### src/rtl/core/cbor_pkg.sv
// Shared types and codes for the CBOR item stream decoder.
package cbor_pkg;

  // Byte roles reported per result
  localparam logic [2:0] ROLE_INIT = 3'd0;
  localparam logic [2:0] ROLE_EXT  = 3'd1;
  localparam logic [2:0] ROLE_PAY  = 3'd2;
  localparam logic [2:0] ROLE_DONE = 3'd3;
  localparam logic [2:0] ROLE_ERR  = 3'd4;

  // Status codes
  localparam logic [2:0] ST_OK       = 3'd0;
  localparam logic [2:0] ST_RESERVED = 3'd1;
  localparam logic [2:0] ST_TRUNC    = 3'd2;
  localparam logic [2:0] ST_DEEP     = 3'd3;
  localparam logic [2:0] ST_LARGE    = 3'd4;

  // Major types that need special handling
  localparam logic [2:0] MT_BSTR  = 3'd2;
  localparam logic [2:0] MT_TSTR  = 3'd3;
  localparam logic [2:0] MT_ARRAY = 3'd4;
  localparam logic [2:0] MT_MAP   = 3'd5;
  localparam logic [2:0] MT_TAG   = 3'd6;

  // Additional info boundaries
  localparam logic [4:0] AI_DIRECT_MAX = 5'd23;
  localparam logic [4:0] AI_EXT_MIN    = 5'd24;
  localparam logic [4:0] AI_EXT_MAX    = 5'd27;

  typedef enum logic [1:0] {
    AI_DIRECT = 2'd0,
    AI_EXT    = 2'd1,
    AI_RSVD   = 2'd2
  } ai_class_e;

  // Classified input byte handed from front to back
  typedef struct packed {
    logic [7:0] data_byte;
    logic       is_last;
    ai_class_e  ai_class;
    logic [3:0] ext_len;
  } cls_item_t;

  // One result
  typedef struct packed {
    logic [2:0]  role;
    logic        head_valid;
    logic [2:0]  major;
    logic [63:0] argument;
    logic [4:0]  nest_depth;
    logic        complete;
    logic [2:0]  status;
  } res_t;

endpackage

### src/rtl/core/cbor_ifs.sv
// Stream interfaces for the decoder's byte input and result output.
interface cbor_in_if;
  logic       valid;
  logic       ready;
  logic [7:0] data_byte;
  logic       is_last;

  modport source (output valid, output data_byte, output is_last, input ready);
  modport sink (input valid, input data_byte, input is_last, output ready);
endinterface

interface cbor_out_if;
  logic        valid;
  logic        ready;
  logic [2:0]  role;
  logic        head_valid;
  logic [2:0]  major;
  logic [63:0] argument;
  logic [4:0]  nest_depth;
  logic        complete;
  logic [2:0]  status;

  modport source (
    output valid, output role, output head_valid, output major, output argument,
    output nest_depth, output complete, output status, input ready
  );
  modport sink (
    input valid, input role, input head_valid, input major, input argument,
    input nest_depth, input complete, input status, output ready
  );
endinterface

### src/rtl/core/cbor_front.sv
// Front stage: accepts input bytes and classifies their additional info.
module cbor_front
  import cbor_pkg::*;
(
  input  logic       clk_i,
  input  logic       rst_ni,
  cbor_in_if.sink    in_i,
  output logic       valid_o,
  input  logic       ready_i,
  output cls_item_t  item_o
);

  logic      valid_q;
  cls_item_t item_q;
  cls_item_t item_d;
  logic [4:0] ai;

  assign in_i.ready = !valid_q || ready_i;
  assign ai = in_i.data_byte[4:0];

  always_comb begin
    item_d.data_byte = in_i.data_byte;
    item_d.is_last   = in_i.is_last;
    item_d.ext_len   = 4'(4'd1 << ai[1:0]);
    unique case (ai) inside
      [5'd0:AI_DIRECT_MAX]:     item_d.ai_class = AI_DIRECT;
      [AI_EXT_MIN:AI_EXT_MAX]:  item_d.ai_class = AI_EXT;
      default:                  item_d.ai_class = AI_RSVD;
    endcase
  end

  always_ff @(posedge clk_i or negedge rst_ni) begin
    if (!rst_ni) begin
      valid_q <= 1'b0;
    end else if (in_i.ready) begin
      valid_q <= in_i.valid;
    end
  end

  always_ff @(posedge clk_i) begin
    if (in_i.valid && in_i.ready) begin
      item_q <= item_d;
    end
  end

  assign valid_o = valid_q;
  assign item_o  = item_q;

endmodule

### src/rtl/core/cbor_fifo.sv
// Two-entry queue between the front and the back.
module cbor_fifo
  import cbor_pkg::*;
(
  input  logic      clk_i,
  input  logic      rst_ni,
  input  logic      valid_i,
  output logic      ready_o,
  input  cls_item_t item_i,
  output logic      valid_o,
  input  logic      ready_i,
  output cls_item_t item_o
);

  cls_item_t  mem_q [2];
  logic       wr_ptr_q, rd_ptr_q;
  logic [1:0] cnt_q;
  logic       wr_en, rd_en;

  assign ready_o = (cnt_q != 2'd2);
  assign valid_o = (cnt_q != 2'd0);
  assign wr_en   = valid_i && ready_o;
  assign rd_en   = valid_o && ready_i;
  assign item_o  = mem_q[rd_ptr_q];

  always_ff @(posedge clk_i or negedge rst_ni) begin
    if (!rst_ni) begin
      wr_ptr_q <= 1'b0;
      rd_ptr_q <= 1'b0;
      cnt_q    <= 2'd0;
    end else begin
      if (wr_en) wr_ptr_q <= !wr_ptr_q;
      if (rd_en) rd_ptr_q <= !rd_ptr_q;
      case ({wr_en, rd_en})
        2'b10:   cnt_q <= cnt_q + 2'd1;
        2'b01:   cnt_q <= cnt_q - 2'd1;
        default: cnt_q <= cnt_q;
      endcase
    end
  end

  always_ff @(posedge clk_i) begin
    if (wr_en) mem_q[wr_ptr_q] <= item_i;
  end

endmodule

### src/rtl/core/cbor_back.sv
// Back stage: item walker with nesting stack and registered result.
module cbor_back
  import cbor_pkg::*;
#(
  parameter int unsigned MAX_DEPTH = 16
) (
  input  logic      clk_i,
  input  logic      rst_ni,
  input  logic      valid_i,
  output logic      ready_o,
  input  cls_item_t item_i,
  cbor_out_if.source out_o
);

  localparam int unsigned PTR_W = $clog2(MAX_DEPTH + 1);
  localparam int unsigned IDX_W = (MAX_DEPTH > 1) ? $clog2(MAX_DEPTH) : 1;

  typedef enum logic [4:0] {
    PH_INIT = 5'b00001,
    PH_EXT  = 5'b00010,
    PH_PAY  = 5'b00100,
    PH_DONE = 5'b01000,
    PH_ERR  = 5'b10000
  } phase_e;

  phase_e             phase_q, phase_d;
  logic [2:0]         err_q, err_d;
  logic [3:0]         ext_left_q, ext_left_d;
  logic [2:0]         head_major_q, head_major_d;
  logic [63:0]        arg_q, arg_d;
  logic [63:0]        pay_q, pay_d;
  logic [PTR_W-1:0]   ptr_q, ptr_d;
  logic [MAX_DEPTH-1:0] one_q, one_d;   // level has exactly one item left
  logic [63:0]        stack_q [MAX_DEPTH];

  logic               out_valid_q;
  res_t               res_q, res_d;

  logic               fire;
  logic               stk_we;
  logic [IDX_W-1:0]   stk_wa;
  logic [63:0]        stk_wd;
  logic [63:0]        stk_rd;
  logic               found;
  logic [IDX_W-1:0]   sel;
  logic               head_go, push_go, done_go;
  logic [2:0]         h_mj;
  logic [63:0]        h_arg;
  logic [63:0]        count;
  logic [7:0]         b;

  assign ready_o = !out_valid_q || out_o.ready;
  assign fire    = valid_i && ready_o;
  assign b       = item_i.data_byte;

  // Topmost open level that does not close when one item is counted off
  always_comb begin
    found = 1'b0;
    sel   = '0;
    for (int k = 0; k < MAX_DEPTH; k++) begin
      if ((PTR_W'(k) < ptr_q) && !one_q[k]) begin
        found = 1'b1;
        sel   = IDX_W'(k);
      end
    end
  end

  assign stk_rd = stack_q[sel];

  always_comb begin
    phase_d      = phase_q;
    err_d        = err_q;
    ext_left_d   = ext_left_q;
    head_major_d = head_major_q;
    arg_d        = arg_q;
    pay_d        = pay_q;
    ptr_d        = ptr_q;
    one_d        = one_q;
    stk_we       = 1'b0;
    stk_wa       = '0;
    stk_wd       = '0;
    head_go      = 1'b0;
    push_go      = 1'b0;
    done_go      = 1'b0;
    h_mj         = '0;
    h_arg        = '0;
    count        = '0;

    res_d            = '0;
    res_d.role       = ROLE_INIT;
    res_d.nest_depth = 5'(ptr_q);
    res_d.status     = ST_OK;

    unique case (phase_q)
      PH_ERR: begin
        res_d.role   = ROLE_ERR;
        res_d.status = err_q;
      end
      PH_DONE: begin
        res_d.role = ROLE_DONE;
      end
      PH_INIT: begin
        res_d.role = ROLE_INIT;
        unique case (item_i.ai_class)
          AI_DIRECT: begin
            head_go = 1'b1;
            h_mj    = b[7:5];
            h_arg   = 64'(b[4:0]);
          end
          AI_EXT: begin
            head_major_d = b[7:5];
            ext_left_d   = item_i.ext_len;
            arg_d        = '0;
            phase_d      = PH_EXT;
          end
          default: res_d.status = ST_RESERVED;
        endcase
      end
      PH_EXT: begin
        res_d.role = ROLE_EXT;
        arg_d      = {arg_q[55:0], b};
        ext_left_d = ext_left_q - 4'd1;
        if (ext_left_d == 4'd0) begin
          head_go = 1'b1;
          h_mj    = head_major_q;
          h_arg   = arg_d;
        end
      end
      PH_PAY: begin
        res_d.role = ROLE_PAY;
        pay_d      = pay_q - 64'd1;
        if (pay_d == 64'd0) done_go = 1'b1;
      end
      default: ;
    endcase

    if (head_go) begin
      res_d.head_valid = 1'b1;
      res_d.major      = h_mj;
      res_d.argument   = h_arg;
      case (h_mj)
        MT_BSTR, MT_TSTR: begin
          if (h_arg == 64'd0) begin
            done_go = 1'b1;
          end else begin
            pay_d   = h_arg;
            phase_d = PH_PAY;
          end
        end
        MT_ARRAY: begin
          count   = h_arg;
          push_go = 1'b1;
        end
        MT_MAP: begin
          if (h_arg[63]) begin
            res_d.status = ST_LARGE;
          end else begin
            count   = {h_arg[62:0], 1'b0};
            push_go = 1'b1;
          end
        end
        MT_TAG: begin
          count   = 64'd1;
          push_go = 1'b1;
        end
        default: done_go = 1'b1;
      endcase
    end

    if (push_go) begin
      if (count == 64'd0) begin
        done_go = 1'b1;
      end else if (ptr_q >= PTR_W'(MAX_DEPTH)) begin
        res_d.status = ST_DEEP;
      end else begin
        stk_we        = 1'b1;
        stk_wa        = ptr_q[IDX_W-1:0];
        stk_wd        = count;
        one_d[stk_wa] = (count == 64'd1);
        ptr_d         = ptr_q + PTR_W'(1);
        phase_d       = PH_INIT;
      end
    end

    // Item finished: close every level left with its last item
    if (done_go) begin
      if (found) begin
        stk_we     = 1'b1;
        stk_wa     = sel;
        stk_wd     = stk_rd - 64'd1;
        one_d[sel] = (stk_rd == 64'd2);
        ptr_d      = PTR_W'(sel) + PTR_W'(1);
        phase_d    = PH_INIT;
      end else begin
        ptr_d   = '0;
        phase_d = PH_DONE;
      end
    end

    if ((phase_q == PH_INIT) || (phase_q == PH_EXT) || (phase_q == PH_PAY)) begin
      if ((res_d.status == ST_OK) && (phase_d != PH_DONE) && item_i.is_last) begin
        res_d.status = ST_TRUNC;
      end
      if (res_d.status != ST_OK) begin
        phase_d = PH_ERR;
        err_d   = res_d.status;
      end else if (phase_d == PH_DONE) begin
        res_d.complete = 1'b1;
      end
    end
  end

  always_ff @(posedge clk_i or negedge rst_ni) begin
    if (!rst_ni) begin
      phase_q      <= PH_INIT;
      err_q        <= ST_OK;
      ext_left_q   <= '0;
      head_major_q <= '0;
      arg_q        <= '0;
      pay_q        <= '0;
      ptr_q        <= '0;
      one_q        <= '0;
      out_valid_q  <= 1'b0;
    end else begin
      if (fire) begin
        phase_q      <= phase_d;
        err_q        <= err_d;
        ext_left_q   <= ext_left_d;
        head_major_q <= head_major_d;
        arg_q        <= arg_d;
        pay_q        <= pay_d;
        ptr_q        <= ptr_d;
        one_q        <= one_d;
      end
      if (ready_o) out_valid_q <= valid_i;
    end
  end

  always_ff @(posedge clk_i) begin
    if (fire) res_q <= res_d;
    if (fire && stk_we) stack_q[stk_wa] <= stk_wd;
  end

  assign out_o.valid      = out_valid_q;
  assign out_o.role       = res_q.role;
  assign out_o.head_valid = res_q.head_valid;
  assign out_o.major      = res_q.major;
  assign out_o.argument   = res_q.argument;
  assign out_o.nest_depth = res_q.nest_depth;
  assign out_o.complete   = res_q.complete;
  assign out_o.status     = res_q.status;

endmodule

### src/rtl/core/cbor_item_stream_decoder.sv
// CBOR item stream decoder: front classifier, queue, and item walker.
//
// Walks one top-level CBOR data item, taking one byte per request and
// giving one result per byte: the byte's role, the major type and 64-bit
// argument when a head completes, the nesting level, a completion flag
// on the byte that ends the top item, and a sticky status. Throughput is
// one byte per clock while the output is not stalled. A byte's result
// passes the front register, the two-entry queue and the result register
// on its way to the output. The rate is set by the walker's update, in
// which an ending item pops every finished level at once through a
// priority search over the per-level "one item left" flags plus one
// 64-bit decrement. Up to MAX_DEPTH containers may be open; the nesting
// stack has no reset or clearing pass, as each level is written on push
// before it is read. Input and output are valid/ready streams and a
// result waiting on the output does not block new bytes until the queue
// and the front register fill.
module cbor_item_stream_decoder
  import cbor_pkg::*;
#(
  parameter int unsigned MAX_DEPTH = 16
) (
  input  logic        clk_i,
  input  logic        rst_ni,
  cbor_in_if.sink     in_i,
  cbor_out_if.source  out_o
);

  // front -> queue
  logic      fr_valid, fr_ready;
  cls_item_t fr_item;

  // queue -> walker
  logic      q_valid, q_ready;
  cls_item_t q_item;

  // Byte classification (additional info class, extension length)
  cbor_front u_front (
    .clk_i   (clk_i),
    .rst_ni  (rst_ni),
    .in_i    (in_i),
    .valid_o (fr_valid),
    .ready_i (fr_ready),
    .item_o  (fr_item)
  );

  // Decouples the classifier from walker stalls
  cbor_fifo u_fifo (
    .clk_i   (clk_i),
    .rst_ni  (rst_ni),
    .valid_i (fr_valid),
    .ready_o (fr_ready),
    .item_i  (fr_item),
    .valid_o (q_valid),
    .ready_i (q_ready),
    .item_o  (q_item)
  );

  // Head assembly, payload counting, nesting stack, result register
  cbor_back #(
    .MAX_DEPTH (MAX_DEPTH)
  ) u_back (
    .clk_i   (clk_i),
    .rst_ni  (rst_ni),
    .valid_i (q_valid),
    .ready_o (q_ready),
    .item_i  (q_item),
    .out_o   (out_o)
  );

endmodule

### src/flat_wrapper.sv
// flat-port wrapper written by rule: the top's interface ports become plain ports
module cbor_item_stream_decoder_flat import cbor_pkg::*;
#(
  parameter int unsigned MAX_DEPTH = 16
)
  (clk_i, rst_ni, in_i_valid, in_i_data_byte, in_i_is_last, in_i_ready, out_o_valid, out_o_role, out_o_head_valid, out_o_major, out_o_argument, out_o_nest_depth, out_o_complete, out_o_status, out_o_ready);
  cbor_in_if in_i_i ();
  cbor_out_if out_o_i ();
  input  logic clk_i;
  input  logic rst_ni;
  input wire logic [$bits(in_i_i.valid)-1:0] in_i_valid;
  input wire logic [$bits(in_i_i.data_byte)-1:0] in_i_data_byte;
  input wire logic [$bits(in_i_i.is_last)-1:0] in_i_is_last;
  output wire logic [$bits(in_i_i.ready)-1:0] in_i_ready;
  output wire logic [$bits(out_o_i.valid)-1:0] out_o_valid;
  output wire logic [$bits(out_o_i.role)-1:0] out_o_role;
  output wire logic [$bits(out_o_i.head_valid)-1:0] out_o_head_valid;
  output wire logic [$bits(out_o_i.major)-1:0] out_o_major;
  output wire logic [$bits(out_o_i.argument)-1:0] out_o_argument;
  output wire logic [$bits(out_o_i.nest_depth)-1:0] out_o_nest_depth;
  output wire logic [$bits(out_o_i.complete)-1:0] out_o_complete;
  output wire logic [$bits(out_o_i.status)-1:0] out_o_status;
  input wire logic [$bits(out_o_i.ready)-1:0] out_o_ready;
  assign in_i_i.valid = in_i_valid;
  assign in_i_i.data_byte = in_i_data_byte;
  assign in_i_i.is_last = in_i_is_last;
  assign in_i_ready = in_i_i.ready;
  assign out_o_valid = out_o_i.valid;
  assign out_o_role = out_o_i.role;
  assign out_o_head_valid = out_o_i.head_valid;
  assign out_o_major = out_o_i.major;
  assign out_o_argument = out_o_i.argument;
  assign out_o_nest_depth = out_o_i.nest_depth;
  assign out_o_complete = out_o_i.complete;
  assign out_o_status = out_o_i.status;
  assign out_o_i.ready = out_o_ready;
  cbor_item_stream_decoder #(.MAX_DEPTH(MAX_DEPTH)) u_core (.clk_i(clk_i), .rst_ni(rst_ni), .in_i(in_i_i), .out_o(out_o_i));
endmodule
### config.mk
export PLATFORM = sky130hd
export DESIGN_NAME = cbor_item_stream_decoder_flat
export DESIGN_NICKNAME = d
export VERILOG_FILES = /design/src/rtl/core/cbor_pkg.sv /design/src/rtl/core/cbor_ifs.sv /design/src/rtl/core/cbor_front.sv /design/src/rtl/core/cbor_fifo.sv /design/src/rtl/core/cbor_back.sv /design/src/rtl/core/cbor_item_stream_decoder.sv /design/src/flat_wrapper.sv
export SDC_FILE = /design/constraint.sdc
export NUM_CORES = 2
export LEC_CHECK = 0
export BUFFER_PORTS_ARGS = -buffer_cell sky130_fd_sc_hd__buf_4
export CELL_PAD_IN_SITES_DETAIL_PLACEMENT = 0
export CELL_PAD_IN_SITES_GLOBAL_PLACEMENT = 1
export CORE_ASPECT_RATIO = 1.25
export CORE_MARGIN = 5
export CORE_UTILIZATION = 53
export CTS_BUF_LIST = sky130_fd_sc_hd__clkbuf_16
export DETAILED_ROUTE_END_ITERATION = 8
export PLACE_DENSITY_LB_ADDON = 0.08
export REMOVE_ABC_BUFFERS = 1
export SYNTH_ARGS = -nofsm -noshare
export SYNTH_HDL_FRONTEND = slang
export SYNTH_SLANG_ARGS = --single-unit
### constraint.sdc
create_clock -name clk_i -period 13.3 [get_ports clk_i]
set_input_delay 0.665 -clock clk_i [delete_from_list [all_inputs] [get_ports clk_i]]
set_output_delay 0.665 -clock clk_i [all_outputs]
set_load 0.005 [all_outputs]
* Word-level counts from Yosys, hierarchy flattened *
Memories as Yosys holds them, arrays and structs flattened.
Cells that the tools add are included.

word-level totals
  bits in registers = 257
  latch bits = 0
  RAM bits = 1054
  ROM bits = 0
  bits of input ports = 13
  output and inout port bits = 82
  logic and storage cells = 275
  memories = 2

cells by class
  $add $sub $neg = 7
  multipliers = 0
  divide/modulo/power cells = 0
  $lt $le $gt $ge = 25
  equal/unequal tests = 21
  shift-type cells = 1
  mux-type cells = 124
  bitwise gates (word level) = 1
  reduce and logical (&&, ||, !) cells = 70

memories
  memory                 words  bits a word  read ports  clocked after Yosys merged registers in  wr ports  line             text
  u_core.u_back.stack_q  16     64           1           0                                        1         cbor_back.sv:34  logic [63:0] stack_q [MAX_DEPTH];
  u_core.u_fifo.mem_q    2      15           1           0                                        1         cbor_fifo.sv:15  cls_item_t mem_q [2];

operator list
  kind                                                 count
  2-to-1 mux 64 bit                                    12
  logical NOT 64 bit                                   3
  one-hot mux 64 bit (3 select lines)                  1
  one-hot mux 64 bit (2 select lines)                  1
  subtractor 64 x 1 -> 64 bit (second input constant)  2
  one-hot mux 56 bit (2 select lines)                  1
  2-to-1 mux 5 bit                                     17
  2-to-1 mux 4 bit                                     21
  2-to-1 mux 16 bit                                    5
  2-to-1 mux 68 bit                                    1
  == test 64 x 1 -> 1 bit (second input constant)      1
  == test 64 x 2 -> 1 bit (second input constant)      1
  2-to-1 mux 56 bit                                    1
  < comparator 4 x 5 -> 1 bit (first input constant)   8
  2-to-1 mux 1 bit                                     40
  2-to-1 mux 3 bit                                     11
  bitwise mux 16 bit                                   2
  logical AND 1 bit                                    26
  logical NOT 1 bit                                    20
  < comparator 3 x 5 -> 1 bit (first input constant)   4
  one-hot mux 3 bit (2 select lines)                   2
  one-hot mux 3 bit (4 select lines)                   1
  == test 5 x 4 -> 1 bit (second input constant)       2
  >= comparator 5 bit (second input constant)          2
  other kinds (38)                                     64

* Logic depth before layout (Yosys ltp) *
  depth in word-level cells = 28
  depth in mapped cells = 27
  depth with buffers taken out = 17

* Modules after synthesis *
A second synthesis with hierarchy kept.

second synthesis, totals
  cells, all modules = 4701
  area total of the unflattened synthesis = 58860.2 µm²

by module, submodules not included
  module      times used  cells an instance  area an instance (µm²)  seq. area each (µm²)
  cbor_back   1           4611               57038.5                 37081.8
  cbor_fifo   1           64                 1281.2                  1001.0
  cbor_front  1           26                 540.5                   475.5

* Worst setup path after synthesis *
OpenSTA, ideal clock, no wires.

  kind = reg-to-reg
  start = register u_core.u_back.pay_q[2]
  end = memory u_core.u_back.stack_q[0][0], enable pin
  setup time = 590 ps
  arrival time = 9113 ps
  data required time = 12710 ps
  path slack = 3597 ps
  stages on the path, launching flop included = 14
  buffers on the path = 2
  period minus slack after synthesis = 9703 ps
  cell sequence = dfrtp_1 clkbuf_1 nor3_1 nand3_1 nor4_1 nand3_1 xor2_1 nand4_1 or4_1 o211ai_1 and2_0 clkbuf_1 o211ai_1 a221oi_1

on the way
  word-level cells in the longest chain between the ends = 13
  elaborated cells between the ends (all ways) = 14
  classes of those cells = add/sub (1); mux (11); reduce/logical (2)

RTL lines
  what                                    line              text
  start: declaration                      cbor_back.sv:31   logic [63:0] pay_q, pay_d;
  start signal: assignment                cbor_back.sv:231  pay_q <= pay_d;
  subtractor 64 x 1 -> 64 bit *           cbor_back.sv:131  pay_d = pay_q - 64'd1;
  logical NOT 64 bit *                    cbor_back.sv:132  if (pay_d == 64'd0) done_go = 1'b1;
  2-to-1 mux 1 bit *                      cbor_back.sv:132
  2-to-1 mux 1 bit *                      cbor_back.sv:94   unique case (phase_q)
  2-to-1 mux 1 bit                        cbor_back.sv:143  if (h_arg == 64'd0) begin
  one-hot mux 1 bit (2 select lines)      cbor_back.sv:141  case (h_mj)
  2-to-1 mux 1 bit *                      cbor_back.sv:137  if (head_go) begin
  2-to-1 mux 1 bit                        cbor_back.sv:171  if (count == 64'd0) begin
  2-to-1 mux 1 bit *                      cbor_back.sv:170  if (push_go) begin
  2-to-1 mux 1 bit                        cbor_back.sv:186  if (done_go) begin
  logical AND 1 bit                       cbor_back.sv:241  if (fire && stk_we) stack_q[stk_wa] <= stk_wd;
  2-to-1 mux 1 bit                        cbor_back.sv:241
  2-to-1 mux 1 bit (not written as such)  cbor_back.sv:241
  end: declaration                        cbor_back.sv:34

Every way passes the cells marked *; elsewhere a longest branch is shown, timed or not.

* Worst setup path after layout *
  start = register u_core.u_back.ptr_q[4]
  end = memory u_core.u_back.stack_q[4][56], data pin

on the way
  word-level cells in the longest chain between the ends = 21
  elaborated cells between the ends (all ways) = 71
  classes of those cells = add/sub (1); order compare (17); mux (36); reduce/logical (16); memory (1)

RTL lines
  what                             line              text
  start: declaration               cbor_back.sv:32   logic [PTR_W-1:0] ptr_q, ptr_d;
  start signal: assignment         cbor_back.sv:232  ptr_q <= ptr_d;
  < comparator 1 x 5 -> 1 bit      cbor_back.sv:61   if ((PTR_W'(k) < ptr_q) && !one_q[k]) begin
  logical AND 1 bit                cbor_back.sv:61
  2-to-1 mux 1 bit                 cbor_back.sv:61
  2-to-1 mux 4 bit (14 in series)  cbor_back.sv:61
  memory (16 x 64 bit)             -
  subtractor 64 x 1 -> 64 bit      cbor_back.sv:190  stk_wd = stk_rd - 64'd1;
  2-to-1 mux 64 bit                cbor_back.sv:187  if (found) begin
  2-to-1 mux 64 bit *              cbor_back.sv:186
  net u_core.u_back.stk_wd[56]     cbor_back.sv:42   logic [63:0] stk_wd;

The timed path passes the listed nets; every way through them passes the cells marked *.

==> impl_metrics.prom <==
# TYPE chip_impl_metric gauge
chip_impl_info{name="run_status",value="complete, but fails checks"} 1
chip_impl_info{name="violations",value="hold timing"} 1
chip_impl_metric{name="final.fill_count",unit=""} 8406
chip_impl_metric{name="count_of_vias_placed_by_the_detailed_router",unit=""} 38800
chip_impl_metric{name="area_overhead_vs_synth",unit="%"} 11.9
chip_impl_metric{name="report.final.slew_viol_count",unit=""} 0
chip_impl_metric{name="drc_errors",unit=""} 0
chip_impl_metric{name="gp_routability_congestion",unit=""} 0.911
chip_impl_metric{name="report.power.total",unit="mW"} 8.87
chip_impl_metric{name="synth.area.mux_share",unit="%"} 4.70
chip_impl_metric{name="ctsResizeCount",unit=""} 0
chip_impl_metric{name="synth_seq_area_share",unit="%"} 67.6
chip_impl_metric{name="required",unit="ns"} 13.71
chip_impl_metric{name="synth-warning-count",unit=""} 0
chip_impl_metric{name="max_slew_margin",unit="%"} 9.75
chip_impl_info{name="critical_path.startpoint_type",value="flip-flop"} 1
chip_impl_info{name="final_common_cell",value="sky130_fd_sc_hd__edfxtp_1"} 1
chip_impl_metric{name="detailed_place_hpwl",unit="µm"} 109000
chip_impl_metric{name="rows",unit=""} 134
chip_impl_metric{name="initialDrtViolationCount",unit=""} 4695
chip_impl_metric{name="synth_seq_cells",unit=""} 1311
chip_impl_info{name="min_path_type",value="in -> async"} 1
chip_impl_metric{name="whs",unit="ns"} -0.0134
chip_impl_metric{name="max_stage_delay",unit="ns"} 0.89
chip_impl_metric{name="core_region_area",unit="µm²"} 107000
chip_impl_metric{name="critical_path_buf_inv_count",unit=""} 4
chip_impl_metric{name="clock-sinks",unit=""} 1311
chip_impl_metric{name="irDropWorstVdd",unit="mV"} 0.143
chip_impl_metric{name="cts_max_path_buffers",unit=""} 3
chip_impl_metric{name="fmax",unit="MHz"} 118
chip_impl_info{name="mostFrequentLayoutCells",value="sky130_fd_sc_hd__edfxtp_1, sky130_fd_sc_hd__nand2_1, sky130_fd_sc_hd__nand3_1"} 1
chip_impl_metric{name="synthesis.instances",unit=""} 4205
chip_impl_metric{name="worst_slack",unit="ns"} 4.85
chip_impl_metric{name="maximum_number_of_pins_on_one_net_before_global_route_repair",unit=""} 104
chip_impl_metric{name="synth-xor-area-share",unit="%"} 1.24
chip_impl_metric{name="synth_compound_gate_area_share",unit="%"} 11.7
chip_impl_metric{name="tritoncts.num_buffers",unit=""} 134
chip_impl_metric{name="post_drt_wl_per_cell",unit="µm"} 31.5
chip_impl_info{name="end_kind",value="flip-flop"} 1
chip_impl_metric{name="post_layout_nonfiller_instances",unit=""} 5802
chip_impl_metric{name="h-tree-depth",unit=""} 4
chip_impl_info{name="critical_path.slowest_cell",value="sky130_fd_sc_hd__o22ai_1"} 1
chip_impl_metric{name="number_of_enable_flip_flop_cells_after_synthesis",unit=""} 1149
chip_impl_metric{name="count_of_hold_fix_buffers_inserted_at_cts",unit=""} 0
chip_impl_metric{name="die_h",unit="µm"} 377
chip_impl_info{name="critPathKind",value="reg -> reg"} 1
chip_impl_metric{name="synth_area_per_cell",unit="µm²"} 13.6
chip_impl_metric{name="cellPowerDensity",unit="nW/µm²"} 139
chip_impl_metric{name="firstDrtPassIters",unit=""} 7
chip_impl_metric{name="crit_fanout",unit=""} 103
chip_impl_metric{name="floorplan.die.width",unit="µm"} 303
chip_impl_metric{name="transition_time_of_the_tightest_slew_check_pin",unit="ns"} 1.35
chip_impl_metric{name="synthAdderAreaFrac",unit="%"} 0.329
chip_impl_metric{name="total_die_area",unit="µm²"} 114000
chip_impl_info{name="main_combinational_cell_family_by_area_after_synthesis",value="compound AO/OA/AOI/OAI gates"} 1
chip_impl_metric{name="worst_slack_at_placement",unit="ns"} 5.13
chip_impl_metric{name="clkLatencyLatePin",unit="ns"} 0.78
chip_impl_metric{name="antenna_violations_before_repair",unit=""} 2
chip_impl_info{name="crit_family",value="compound AO/OA/AOI/OAI gates"} 1
chip_impl_metric{name="post_synth_and_or_nand_nor_area_fraction",unit="%"} 11.5
chip_impl_metric{name="post-route-period-util",unit="%"} 63.5
chip_impl_metric{name="synth-async-reset-ratio",unit="%"} 12.4
chip_impl_info{name="postSynth.topFlopCell",value="sky130_fd_sc_hd__edfxtp_1"} 1
chip_impl_metric{name="clk_transition_reported_paths",unit="ns"} 0.06
chip_impl_metric{name="period_needed",unit="ns"} 8.45
chip_impl_metric{name="layout.core_utilization",unit="%"} 59.7
chip_impl_metric{name="global_route_wire_length_before_repair",unit="µm"} 260000
chip_impl_metric{name="finalSetupViolCount",unit=""} 0
chip_impl_metric{name="synthDistinctLibCells",unit=""} 109
chip_impl_metric{name="num-nets-final",unit=""} 4298
chip_impl_metric{name="placement.io_buffers",unit=""} 94
chip_impl_info{name="cts.root.buffer_cell",value="sky130_fd_sc_hd__clkbuf_16"} 1
chip_impl_info{name="grt_setup_unrepaired",value="no"} 1
chip_impl_metric{name="fraction_of_layout_cells_with_a_size_suffix_above_1",unit="%"} 13.2
chip_impl_metric{name="grt_remaining_overflow",unit=""} 0
chip_impl_metric{name="initial_core_util",unit="%"} 53.4
chip_impl_metric{name="avgViaCountPerCell",unit=""} 6.69
chip_impl_metric{name="wl",unit="µm"} 183000
chip_impl_metric{name="post-place-cells",unit=""} 5562
chip_impl_info{name="cts_tree",value="done"} 1
chip_impl_metric{name="total_track_usage",unit="%"} 31.4
chip_impl_metric{name="first_global_vias",unit=""} 37100
chip_impl_metric{name="drv_cap",unit=""} 0
chip_impl_metric{name="final_hold_viol_count",unit=""} 12
chip_impl_metric{name="timing.setup.tns",unit="ns"} 0
chip_impl_metric{name="drt.antenna.violating_nets",unit=""} 0
chip_impl_info{name="timing.critical_path.cells",value="buf_4, nor2_2, or3_1, a221oi_2, o21a_4, nor2_8, clkinv_8, buf_4, mux4_2, a221oi_1, nand2_1, or4_1, nand4b_1, buf_4, nor4_2, xor2_1, o22ai_1"} 1
chip_impl_metric{name="io-pin-count",unit=""} 95
chip_impl_metric{name="crit_arrival",unit="ns"} 8.86
chip_impl_metric{name="syn_area",unit="µm²"} 57000
chip_impl_info{name="most_frequent_cell_on_critical_path",value="sky130_fd_sc_hd__buf_4"} 1
chip_impl_metric{name="skew",unit="ns"} 0.0220
chip_impl_metric{name="power_leakage",unit="nW"} 24.1
chip_impl_metric{name="post_cts_setup_buffers",unit=""} 0
## cell type report
| class | count | area (µm²) | share of cell area [%] |
|---|---|---|---|
| Clock inverter | 97 | 852 | 1.34 |
| Inverter | 54 | 220 | 0.345 |
| Sequential cell | 1311 | 38600 | 60.4 |
| Clock buffer | 141 | 3530 | 5.53 |
| Tap cell | 1428 | 1790 | 2.80 |
| Multi-Input combinational cell | 2554 | 17200 | 27.0 |
| Timing Repair Buffer | 215 | 1640 | 2.58 |
| Antenna cell | 2 | 5.00 | 0.00785 |
## cells in the mapped netlist (all sizes together) (33+ instances only)
| library cell | count | area, µm² |
|---|---|---|
| nand2 | 399 | 1500 |
| nand3 | 233 | 1200 |
| a222oi | 64 | 641 |
| o21ai | 147 | 736 |
| nand4 | 60 | 388 |
| xor2 | 33 | 289 |
| and3 | 78 | 488 |
| a22oi | 112 | 841 |
| nor3 | 82 | 448 |
| nor4 | 72 | 649 |
| buf | 101 | 728 |
| mux2i | 191 | 1910 |
| nor2 | 207 | 798 |
| a21oi | 183 | 923 |
| dfrtp | 161 | 4030 |
| edfxtp | 1149 | 34500 |
| o22ai | 120 | 751 |
| xnor2 | 48 | 420 |
| inv | 54 | 208 |
| clkbuf | 185 | 694 |
## metal layers
metal	wire (µm)	track usage [%]	up-vias	part of all wire, %
li1	-	-	16700	-
met1	69400	40.8	19700	38
met2	87900	51.6	2063	48
met3	15400	5.54	413	8.4
met4	9960	15.2	2	5.5
met5	13	0	-	0.0071
## logic make-up (layout without fill, tap and decap cells)
| logic type | after synthesis | after routing |
|---|---|---|
| other | 0 | 2 |
| adders and majority gates | 15 | 15 |
| buffers and inverters | 340 | 507 |
| AOI/OAI and AO/OA | 942 | 942 |
| and+or+nand+nor | 1277 | 1277 |
| muxes | 239 | 239 |
| xor gates and xnor gates | 81 | 81 |
| DFF | 1311 | 1311 |
## report_power, final
group | switching [mW] | total [mW] | internal, mW
registers | 0.0491 | 4.63 | 4.58
clock network | 1.59 | 3.78 | 2.19
logic | 0.296 | 0.457 | 0.161
total | 1.94 | 8.87 | 6.93
## state kept, by name, indices dropped and copies added (netlist names), 4 cells and up
signal,cells
u_core.u_back.out_o.argument,64
u_core.u_back.ext_left_q,4
u_core.u_back.stack_q,1024
u_core.u_back.one_q,16
u_core.u_fifo.mem_q,30
u_core.u_back.pay_q,64
u_core.u_back.out_o.nest_depth,5
u_core.u_back.arg_q,56
u_core.u_front.item_o,15
u_core.u_back.phase_q,5
u_core.u_back.ptr_q,5
## worst paths after layout
path                                     startpoint                      endpoint  slack [ns]  cells after the start
max in group asynchronous                    rst_ni      u_core.u_back.phase_q[3]       11.69                      2
hold reg to reg            u_core.u_front.item_o[3]     u_core.u_fifo.mem_q[1][3]        0.45                      0
setup / recovery             u_core.u_back.ptr_q[4]  u_core.u_back.stack_q[4][56]        4.85                     17
setup reg to reg             u_core.u_back.ptr_q[4]  u_core.u_back.stack_q[4][56]        4.85                     17
min in group clk_i                     in_i_is_last      u_core.u_front.item_o[6]        0.07                      1
hold / removal                               rst_ni        u_core.u_back.pay_q[6]       -0.01                      1
## metrics by stage
step	area, µm²	hold WS, ns
after floorplan	55600	0.369
after global placement	59400	0.423
after detailed placement	59400	0.436
after CTS	63800	0.000102
after global routing	63800	0.0463
final	63800	-0.0134
Note: power is estimated with default switching activity, not from simulation.
